## src/hw/rtl/lkt_pkg.sv

```systemverilog
// lkt_pkg: types and constants shared by the lru key tracker modules
// no dependencies; used by lkt_ctrl, lkt_dp and lru_key_tracker
`default_nettype none

package lkt_pkg;

  localparam int unsigned KeyWidth = 8;
  localparam int unsigned OccWidth = 4;
  localparam int unsigned CapWidth = 4;
  localparam logic [CapWidth-1:0] CapReset = 4'd8;

  typedef enum logic {
    S_IDLE,
    S_UPD
  } state_t;

  typedef struct packed {
    logic capture;
    logic commit;
  } cmd_t;

endpackage

`default_nettype wire

```

## src/hw/rtl/lkt_ctrl.sv

```systemverilog
// lkt_ctrl: handshake controller for the lru key tracker
// depends on lkt_pkg; drives lkt_dp through lkt_pkg::cmd_t
`default_nettype none

module lkt_ctrl (
  input  wire logic         clk,
  input  wire logic         rst,
  input  wire logic         in_valid,
  output logic              in_ready,
  output logic              out_valid,
  input  wire logic         out_ready,
  output lkt_pkg::cmd_t     cmd
);

  lkt_pkg::state_t state, state_next;
  logic out_valid_next;

  always_ff @(posedge clk) begin
    if (rst) begin
      state     <= lkt_pkg::S_IDLE;
      out_valid <= 1'b0;
    end else begin
      state     <= state_next;
      out_valid <= out_valid_next;
    end
  end

  always_comb begin
    state_next  = state;
    in_ready    = 1'b0;
    cmd.capture = 1'b0;
    cmd.commit  = 1'b0;
    unique case (state)
      lkt_pkg::S_IDLE: begin
        in_ready = 1'b1;
        if (in_valid) begin
          cmd.capture = 1'b1;
          state_next  = lkt_pkg::S_UPD;
        end
      end
      lkt_pkg::S_UPD: begin
        // result slot free or being emptied this cycle
        if (!out_valid || out_ready) begin
          cmd.commit = 1'b1;
          state_next = lkt_pkg::S_IDLE;
        end
      end
      default: state_next = lkt_pkg::S_IDLE;
    endcase
    if (cmd.commit) begin
      out_valid_next = 1'b1;
    end else if (out_ready) begin
      out_valid_next = 1'b0;
    end else begin
      out_valid_next = out_valid;
    end
  end

  a_capture_to_upd: assert property (@(posedge clk) disable iff (rst)
    cmd.capture |=> state == lkt_pkg::S_UPD)
    else $error("capture not followed by update");

  a_commit_in_upd: assert property (@(posedge clk) disable iff (rst)
    cmd.commit |-> state == lkt_pkg::S_UPD)
    else $error("commit outside update state");

  a_commit_gives_word: assert property (@(posedge clk) disable iff (rst)
    cmd.commit |=> out_valid)
    else $error("committed word not presented");

  a_hold_on_stall: assert property (@(posedge clk) disable iff (rst)
    (state == lkt_pkg::S_UPD && out_valid && !out_ready) |=> state == lkt_pkg::S_UPD)
    else $error("update overran an unread word");

  a_no_capture_and_commit: assert property (@(posedge clk) disable iff (rst)
    !(cmd.capture && cmd.commit))
    else $error("capture and commit together");

endmodule

`default_nettype wire

```

## src/hw/rtl/lkt_dp.sv

```systemverilog
// lkt_dp: key store, parallel lookup, shift update and result register
// depends on lkt_pkg; sequenced by lkt_ctrl through lkt_pkg::cmd_t
`default_nettype none

module lkt_dp #(
  parameter int unsigned MAX_ENTRIES = 8
) (
  input  wire logic                              clk,
  input  wire logic                              rst,
  input  wire lkt_pkg::cmd_t                     cmd,
  input  wire logic                              cfg_we,
  input  wire logic [lkt_pkg::CapWidth-1:0]      cfg_data,
  input  wire logic [lkt_pkg::KeyWidth-1:0]      key,
  output logic                                   hit,
  output logic                                   evicted,
  output logic [lkt_pkg::KeyWidth-1:0]           evicted_key,
  output logic [lkt_pkg::OccWidth-1:0]           occupancy
);

  localparam int unsigned CntW = $clog2(MAX_ENTRIES + 1);
  localparam int unsigned EW   = (CntW > lkt_pkg::CapWidth) ? CntW : lkt_pkg::CapWidth;
  localparam int unsigned OW   = (EW > lkt_pkg::OccWidth) ? EW : lkt_pkg::OccWidth;
  localparam logic [EW-1:0] MaxE = EW'(MAX_ENTRIES);

  logic [lkt_pkg::KeyWidth-1:0] store [MAX_ENTRIES];
  logic [CntW-1:0]              count;
  logic [lkt_pkg::CapWidth-1:0] capacity;
  logic [lkt_pkg::KeyWidth-1:0] key_q;
  logic [MAX_ENTRIES-1:0]       match_q;

  logic [MAX_ENTRIES-1:0] match;
  logic [MAX_ENTRIES-1:0] shift;
  logic [EW-1:0]          cap_e;
  logic [EW-1:0]          cap_eff;
  logic [EW-1:0]          cnt_e;
  logic                   is_hit;
  logic                   room;
  logic [CntW-1:0]        count_next;
  logic [OW-1:0]          occ_w;

  always_ff @(posedge clk) begin
    if (rst) begin
      capacity <= lkt_pkg::CapReset;
    end else if (cfg_we) begin
      capacity <= cfg_data;
    end
  end

  // lookup against held entries at accept
  always_comb begin
    for (int i = 0; i < MAX_ENTRIES; i++) begin
      match[i] = (CntW'(i) < count) && (store[i] == key);
    end
  end

  always_ff @(posedge clk) begin
    if (cmd.capture) begin
      key_q   <= key;
      match_q <= match;
    end
  end

  always_comb begin
    cap_e = EW'(capacity);
    if (cap_e == '0) begin
      cap_eff = EW'(1);
    end else if (cap_e > MaxE) begin
      cap_eff = MaxE;
    end else begin
      cap_eff = cap_e;
    end
    cnt_e  = EW'(count);
    is_hit = |match_q;
    room   = cnt_e < cap_eff;
    // matches are unique, so everything from the match upward moves
    shift  = is_hit ? ~(match_q - MAX_ENTRIES'(1)) : '1;
    count_next = (!is_hit && room) ? count + CntW'(1) : count;
    occ_w  = OW'(count_next);
  end

  always_ff @(posedge clk) begin
    if (cmd.commit) begin
      for (int i = 0; i < MAX_ENTRIES; i++) begin
        if (!is_hit && room) begin
          if (CntW'(i) == count) begin
            store[i] <= key_q;
          end
        end else if (shift[i]) begin
          if (CntW'(i + 1) < count) begin
            store[i] <= store[(i + 1) % MAX_ENTRIES];
          end else if (CntW'(i + 1) == count) begin
            store[i] <= key_q;
          end
        end
      end
    end
  end

  always_ff @(posedge clk) begin
    if (rst) begin
      count <= '0;
    end else if (cmd.commit) begin
      count <= count_next;
    end
  end

  always_ff @(posedge clk) begin
    if (cmd.commit) begin
      hit         <= is_hit;
      evicted     <= !is_hit && !room;
      evicted_key <= (!is_hit && !room) ? store[0] : '0;
      occupancy   <= occ_w[lkt_pkg::OccWidth-1:0];
    end
  end

endmodule

`default_nettype wire

```

## src/hw/rtl/lru_key_tracker.sv

```systemverilog
// lru_key_tracker: top level of the least-recently-used byte key tracker
// depends on lkt_pkg, lkt_ctrl and lkt_dp
//
//   channel  signals                                       direction
//   in       in_valid, in_ready, key                       word in
//   out      out_valid, out_ready, hit, evicted,           word out
//            evicted_key, occupancy
//   cfg      cfg_we, cfg_data (capacity)                   write only
//
// each word: accept with parallel key compare, then shift update
// the update cycle waits while the previous result word is still unread
// a new word is accepted while a finished result waits in the output register
// reset is synchronous; the store needs no clearing, the count starts at zero
`default_nettype none

module lru_key_tracker #(
  parameter int unsigned MAX_ENTRIES = 8
) (
  input  wire logic                          clk,
  input  wire logic                          rst,
  input  wire logic                          in_valid,
  output logic                               in_ready,
  input  wire logic [lkt_pkg::KeyWidth-1:0]  key,
  output logic                               out_valid,
  input  wire logic                          out_ready,
  output logic                               hit,
  output logic                               evicted,
  output logic [lkt_pkg::KeyWidth-1:0]       evicted_key,
  output logic [lkt_pkg::OccWidth-1:0]       occupancy,
  input  wire logic                          cfg_we,
  input  wire logic [lkt_pkg::CapWidth-1:0]  cfg_data
);

  lkt_pkg::cmd_t cmd;

  lkt_ctrl u_ctrl (
    .clk       (clk),
    .rst       (rst),
    .in_valid  (in_valid),
    .in_ready  (in_ready),
    .out_valid (out_valid),
    .out_ready (out_ready),
    .cmd       (cmd)
  );

  lkt_dp #(
    .MAX_ENTRIES (MAX_ENTRIES)
  ) u_dp (
    .clk         (clk),
    .rst         (rst),
    .cmd         (cmd),
    .cfg_we      (cfg_we),
    .cfg_data    (cfg_data),
    .key         (key),
    .hit         (hit),
    .evicted     (evicted),
    .evicted_key (evicted_key),
    .occupancy   (occupancy)
  );

endmodule

`default_nettype wire

```

## config.mk

```make
export PLATFORM = sky130hd
export DESIGN_NAME = lru_key_tracker
export DESIGN_NICKNAME = d
export VERILOG_FILES = /design/src/hw/rtl/lkt_pkg.sv /design/src/hw/rtl/lkt_ctrl.sv /design/src/hw/rtl/lkt_dp.sv /design/src/hw/rtl/lru_key_tracker.sv
export SDC_FILE = /design/constraint.sdc
export NUM_CORES = 1
export LEC_CHECK = 0
export BUFFER_PORTS_ARGS = -buffer_cell sky130_fd_sc_hd__buf_2
export CAP_MARGIN = 20
export CORE_ASPECT_RATIO = 0.7
export CORE_MARGIN = 1
export CORE_UTILIZATION = 61
export DETAILED_ROUTE_END_ITERATION = 8
export PLACE_DENSITY = 0.78
export SLEW_MARGIN = 0
export SYNTH_ARGS = -nofsm -noshare
export SYNTH_HDL_FRONTEND = slang
export SYNTH_HIERARCHICAL = 1
export SYNTH_SLANG_ARGS = --single-unit
```

## constraint.sdc

```tcl
create_clock -name clk -period 2.9 [get_ports clk]
set_input_delay 0.29 -clock clk [delete_from_list [all_inputs] [get_ports clk]]
set_output_delay 0.29 -clock clk [all_outputs]
set_load 0.02 [all_outputs]
```

# --- Word-level counts from Yosys, hierarchy flattened ---
# Memory sizes are Yosys's and may differ from the RTL's.
# Cells that the tools add are included.
totals:
  mem_bits_rw: 64
  wordCells: 218
  ff_bits: 40
  mem_count: 1
  out_inout_bits: 16
  in_bits: 17
mem_list:
  columns: ["name", "words", "width", "read_ports", "rd_clocked_by_memory_dff", "write_ports", "line", "text"]
  rows:
  - ["u_dp.store", 8, 8, 8, 0, 8, "lkt_dp.sv:25", "logic [lkt_pkg::KeyWidth-1:0] store [MAX_ENTRIES];"]
op_classes:
  n_addsub: 2
  n_reduce_logical: 18
  n_lt_le_gt_ge: 11
  eq_ne: 16
  mux: 142
  bitwise_logic: 18
ops:
  columns: ["cell", "n"]
  rows:
  - ["$mux 8", 17]
  - ["$mux 1", 121]
  - ["$eq 8x8->1", 8]
  - ["$eq 3x4->1 const A", 4]
  - ["$lt 3x4->1 const A", 4]
  - ["$or 1x1->1", 16]
  - ["$mux 4", 3]
  - ["$logic_and 1x1->1", 10]
  - ["$eq 2x4->1 const A", 2]
  - ["$logic_not 4->1", 2]
  - ["$lt 1x4->1 const A", 2]
  - ["$lt 2x4->1 const A", 2]
  - ["$not 8->8", 1]
  - ["$reduce_or 8->1", 1]
  - ["$sub 8x1->8 const B", 1]
  - ["$add 4x1->4 const B", 1]
  - ["$eq 1x4->1 const A", 1]
  - ["$eq 4x4->1 const A", 1]
  - ["$gt 4x4->1 const B", 1]
  - ["$lt 4x4->1", 1]
  - ["$lt 4x4->1 const A", 1]
  - ["$logic_not 1->1", 3]
  - ["$pmux 1 s2", 1]
  - ["$reduce_bool 2->1", 1]
  - ["2 further kinds", 2]

# --- Logic depth before layout (Yosys ltp) ---
logic_depth:
  depth_word: 10
  ltp_mapped: 11
  mapped_depth_nobuf: 8

# --- Modules after synthesis ---
# Netlist, hierarchy kept.
modules_own_cells:
  columns: ["module", "seq_area_each_um2", "n_inst", "cells_per_inst", "area_per_inst_um2"]
  rows:
  - ["lkt_dp", 2982.9, 1, 404, 5385.2]
  - ["lkt_ctrl", 40.0, 1, 10, 95.1]

# --- Worst setup path before layout ---
# No wires, ideal clock.
synth_timing:
  path_type: "register -> register"
  start: "register u_dp.match_q[2]"
  end: "memory u_dp/store[1][24] (netlist bit), enable pin"
  required_ps: 2525
  n_path_buf: 0
  slack_ps: 211
  arrival_time_ps: 2313
  path_stages_with_launch: 6
  period_less_slack_ps: 2689
  setup_time_ps: 375
  cell_sequence: "edfxtp_1 or4_1 nor4_1 mux2_2 or3_1 a21oi_1"
synth_lines:
  columns: ["item", "line", "text"]
  rows:
  - ["start, declared", "lkt_dp.sv:29", "logic [MAX_ENTRIES-1:0] match_q;"]
  - ["start signal, assigned", "lkt_dp.sv:59", "match_q <= match;"]
  - ["end, declared", "lkt_dp.sv:25", null]

==> impl_metrics.json <==
{
  "status": "finished, final reports clean",
  "slew_headroom": 0.4550,
  "final_antenna_net_count": 0,
  "insertion_delay_ns": 0.35,
  "maxCapViolCount": 0,
  "ys_warn_count": 6,
  "start_util": 0.6385,
  "dr.first_iter.drc_count": 431,
  "critical_path_class": "reg2reg",
  "wl_mm": 12.28,
  "hold_path_class": "in2reg",
  "gp_congestion": 0.9701,
  "holdPathStages": 3,
  "cts-buffers-inserted": 9,
  "synthDominantCellAreaShare": 0.5151,
  "end_kind": "register",
  "finalCriticalPeriod_ns": 2.789,
  "cts_tree": "yes",
  "syn-num-nets": 438,
  "grt_max_degree": 22,
  "power_density_nw_per_um2": 518.2,
  "vias": 3647,
  "die-area_um2": 9373,
  "viasPerCell": 6.299,
  "holdPathEnd": "u_dp/cap_e[3]",
  "syn_avg_cell_area_um2": 13.24,
  "tightestPinTransition_ns": 0.8160,
  "vias_in_the_first_global_route": 3500,
  "die-width_um": 115.3,
  "synth_ff_type": "edfxtp_1",
  "hold_path_startpoint": "cfg_data[3]",
  "antenna_found_initial": 0,
  "quantity_of_i_o_buffers_inserted_on_ports": 32,
  "io-pin-count": 33,
  "global_route.overflow_total": 0,
  "worst_reg_to_reg_path_cell_count": 9,
  "antenna_cells_inserted": 0,
  "synth_seq_area_share": 0.5516,
  "syn-cell-area_um2": 5480,
  "die_h_um": 81.30,
  "synth.lib_cells_used.distinct": 53,
  "yosys.cell_count.top_type": "edfxtp_1",
  "cts-hold-fix-buffers": 0,
  "synth_top_cells_by_count": "94 x edfxtp_1, 64 x mux2_2, 48 x xnor2_1",
  "worst_vdd_ir_mv": 0.3645,
  "multi_input_comb_area_um2": 2366,
  "crit-reg2reg-launch": "u_dp/match_q[0]",
  "clk_transition_reported_paths_ns": 0.07,
  "core.rowCount": 28,
  "layout.filler_cells": 577,
  "global_route.usage.total": 0.2823,
  "syn_to_final_growth_pct": 12.97,
  "setup_violating_endpoint_count_in_the_final_report": 0,
  "grt_setup_unrepaired": "false",
  "final_nets": 478,
  "timing.fmax_ghz": 0.3586,
  "report.final.slew_viol_count": 0,
  "regArea_um2": 3023,
  "wire_per_inst_um": 21.22,
  "number_of_flip_flops_and_latches_in_the_synthesized_netlist": 104,
  "detailedPlacementHpwl_mm": 8.768,
  "synth_edf_count": 94,
  "r2r_end": "u_dp/store[1][11]",
  "post_synth_main_area_contributors": "edfxtp_1 52%, mux2_2 13%, xnor2_1 7.7%",
  "leakagePower_nw": 2.078,
  "final-hold-violation-count": 0,
  "critical_path_required_ns": 3.00,
  "post-route-period-util": 0.9616,
  "startpoint_type": "register",
  "arrival_ns": 2.89,
  "drt-pass1-iter-count": 7,
  "async_reset_ff_frac": 0,
  "finalSetupTns_ns": 0,
  "core_um2": 8583,
  "place_ws_ns": 0.03248,
  "setup_ws_post_layout_ns": 0.1114,
  "fin_hold_ws_ns": 0.1517,
  "root_buffer_cell": "clkbuf_16",
  "clock-sinks": 104,
  "design_power_total_mw": 3.208,
  "cts_htree_levels": 3,
  "synth_area_leader_cell": "edfxtp_1",
  "final_util": 0.7213,
  "worst-path-max-fanout": 9,
  "clock_skew_ns": 0.007323,
  "drive_above_1_share": 0.3312,
  "syn-instance-count": 414,
  "r2r_slack_ns": 0.11,
  "route.detailed.drc": 0,
  "count_of_buffers_added_by_post_cts_timing_repair_for_setup": 0,
  "clk_path_buf_depth": 2,
  "grt_first_pass_wirelength_mm": 18.91
}
kinds of logic after synthesis:
kind of cell	Yosys count	synth area share
AO/OA/AOI/OAI	43	0.05868
XOR/XNOR	69	0.1103
adder cells (fa/ha/maj)	7	0.01598
buffers and inverters	31	0.02511
flip-flops	104	0.5516
multiplexers	70	0.1427
AND/OR/NAND/NOR	90	0.09567
state kept, by name, indices dropped and copies added, names as in the netlist:
register / count
u_dp/store: 64
u_dp/key_q: 8
u_dp/occupancy: 4
u_dp/cap_e: 4
u_dp/hit: 1
u_ctrl/out_valid: 1
u_dp/evicted: 1
u_dp/evicted_key: 8
u_dp/cnt_e: 4
u_ctrl/state: 1
u_dp/match_q: 8
power breakdown:
group / internal [mW] / leakage (nW) / switching, mW
Combinational: 0.0993 / 0.972 / 0.127
Clock: 0.758 / 0.156 / 0.537
Sequential: 1.66 / 0.950 / 0.0291
timing repair:
item,CTS,global route
setup endpoints to repair,8,57
pin swaps,0,0
resized for setup,1,8
area by class of cell:
class,count,area share
inverter,11,0.007074
sequential,104,0.4883
timing repair buffer,49,0.04648
clock buffer,9,0.03638
clock inverter,7,0.01536
tap,120,0.02425
multi-input combinational,279,0.3822
layer usage:
metal | up-vias | global-route usage | part of all wire
met4 | 0 | 0.1000 | 0.024
met2 | 220 | 0.4090 | 0.43
met1 | 1772 | 0.4012 | 0.45
met3 | 33 | 0.08731 | 0.098
li1 | 1622 | - | -
met5 | - | 0 | 0
worst max-delay path by stage:
stage,startpoint,endpoint,slack [ns]
global placement,u_dp/match_q[0],u_dp/store[1][17],0.09
detailed placement,u_dp/match_q[0],u_dp/store[1][21],0.03
CTS,u_dp/match_q[0],u_dp/store[0][25],0.02
finish,u_dp/match_q[0],u_dp/store[1][11],0.11
floorplan,u_dp/match_q[2],u_dp/store[1][24],0.21
global route,u_dp/match_q[0],u_dp/store[0][28],0.02
critical path, cell delays in order, from the launching register on:
cell      delay, ns
edfxtp_1       0.38
inv_1          0.09
ha_1           0.22
buf_4          0.15
nor3b_1        0.13
and2_1         0.18
inv_4          0.14
o31ai_4        0.15
a211oi_2       0.68
mux2_2         0.41
placed cells by master (no fill, tap or decap), types with 4 or more instances in the layout:
cell / instances
edfxtp_1: 94
mux2_2: 64
xnor2_1: 48
buf_2: 32
xor2_1: 21
nand3_1: 17
buf_4: 17
nor2_1: 14
a21oi_1: 13
inv_1: 10
dfxtp_1: 10
clkbuf_16: 9
and2_1: 9
nand4_1: 9
nor4_1: 8
nand2_1: 7
o21ai_0: 7
ha_1: 7
nor3_1: 5
mux2i_1: 5
o211ai_1: 4
metrics by stage:
step,instance area [um^2],instances
after floorplan,5480,414
after global placement,5829,563
after detailed placement,5829,563
after CTS,6153,579
after global routing,6191,579
final,6191,579
Note: power is estimated with default switching activity, not from simulation.
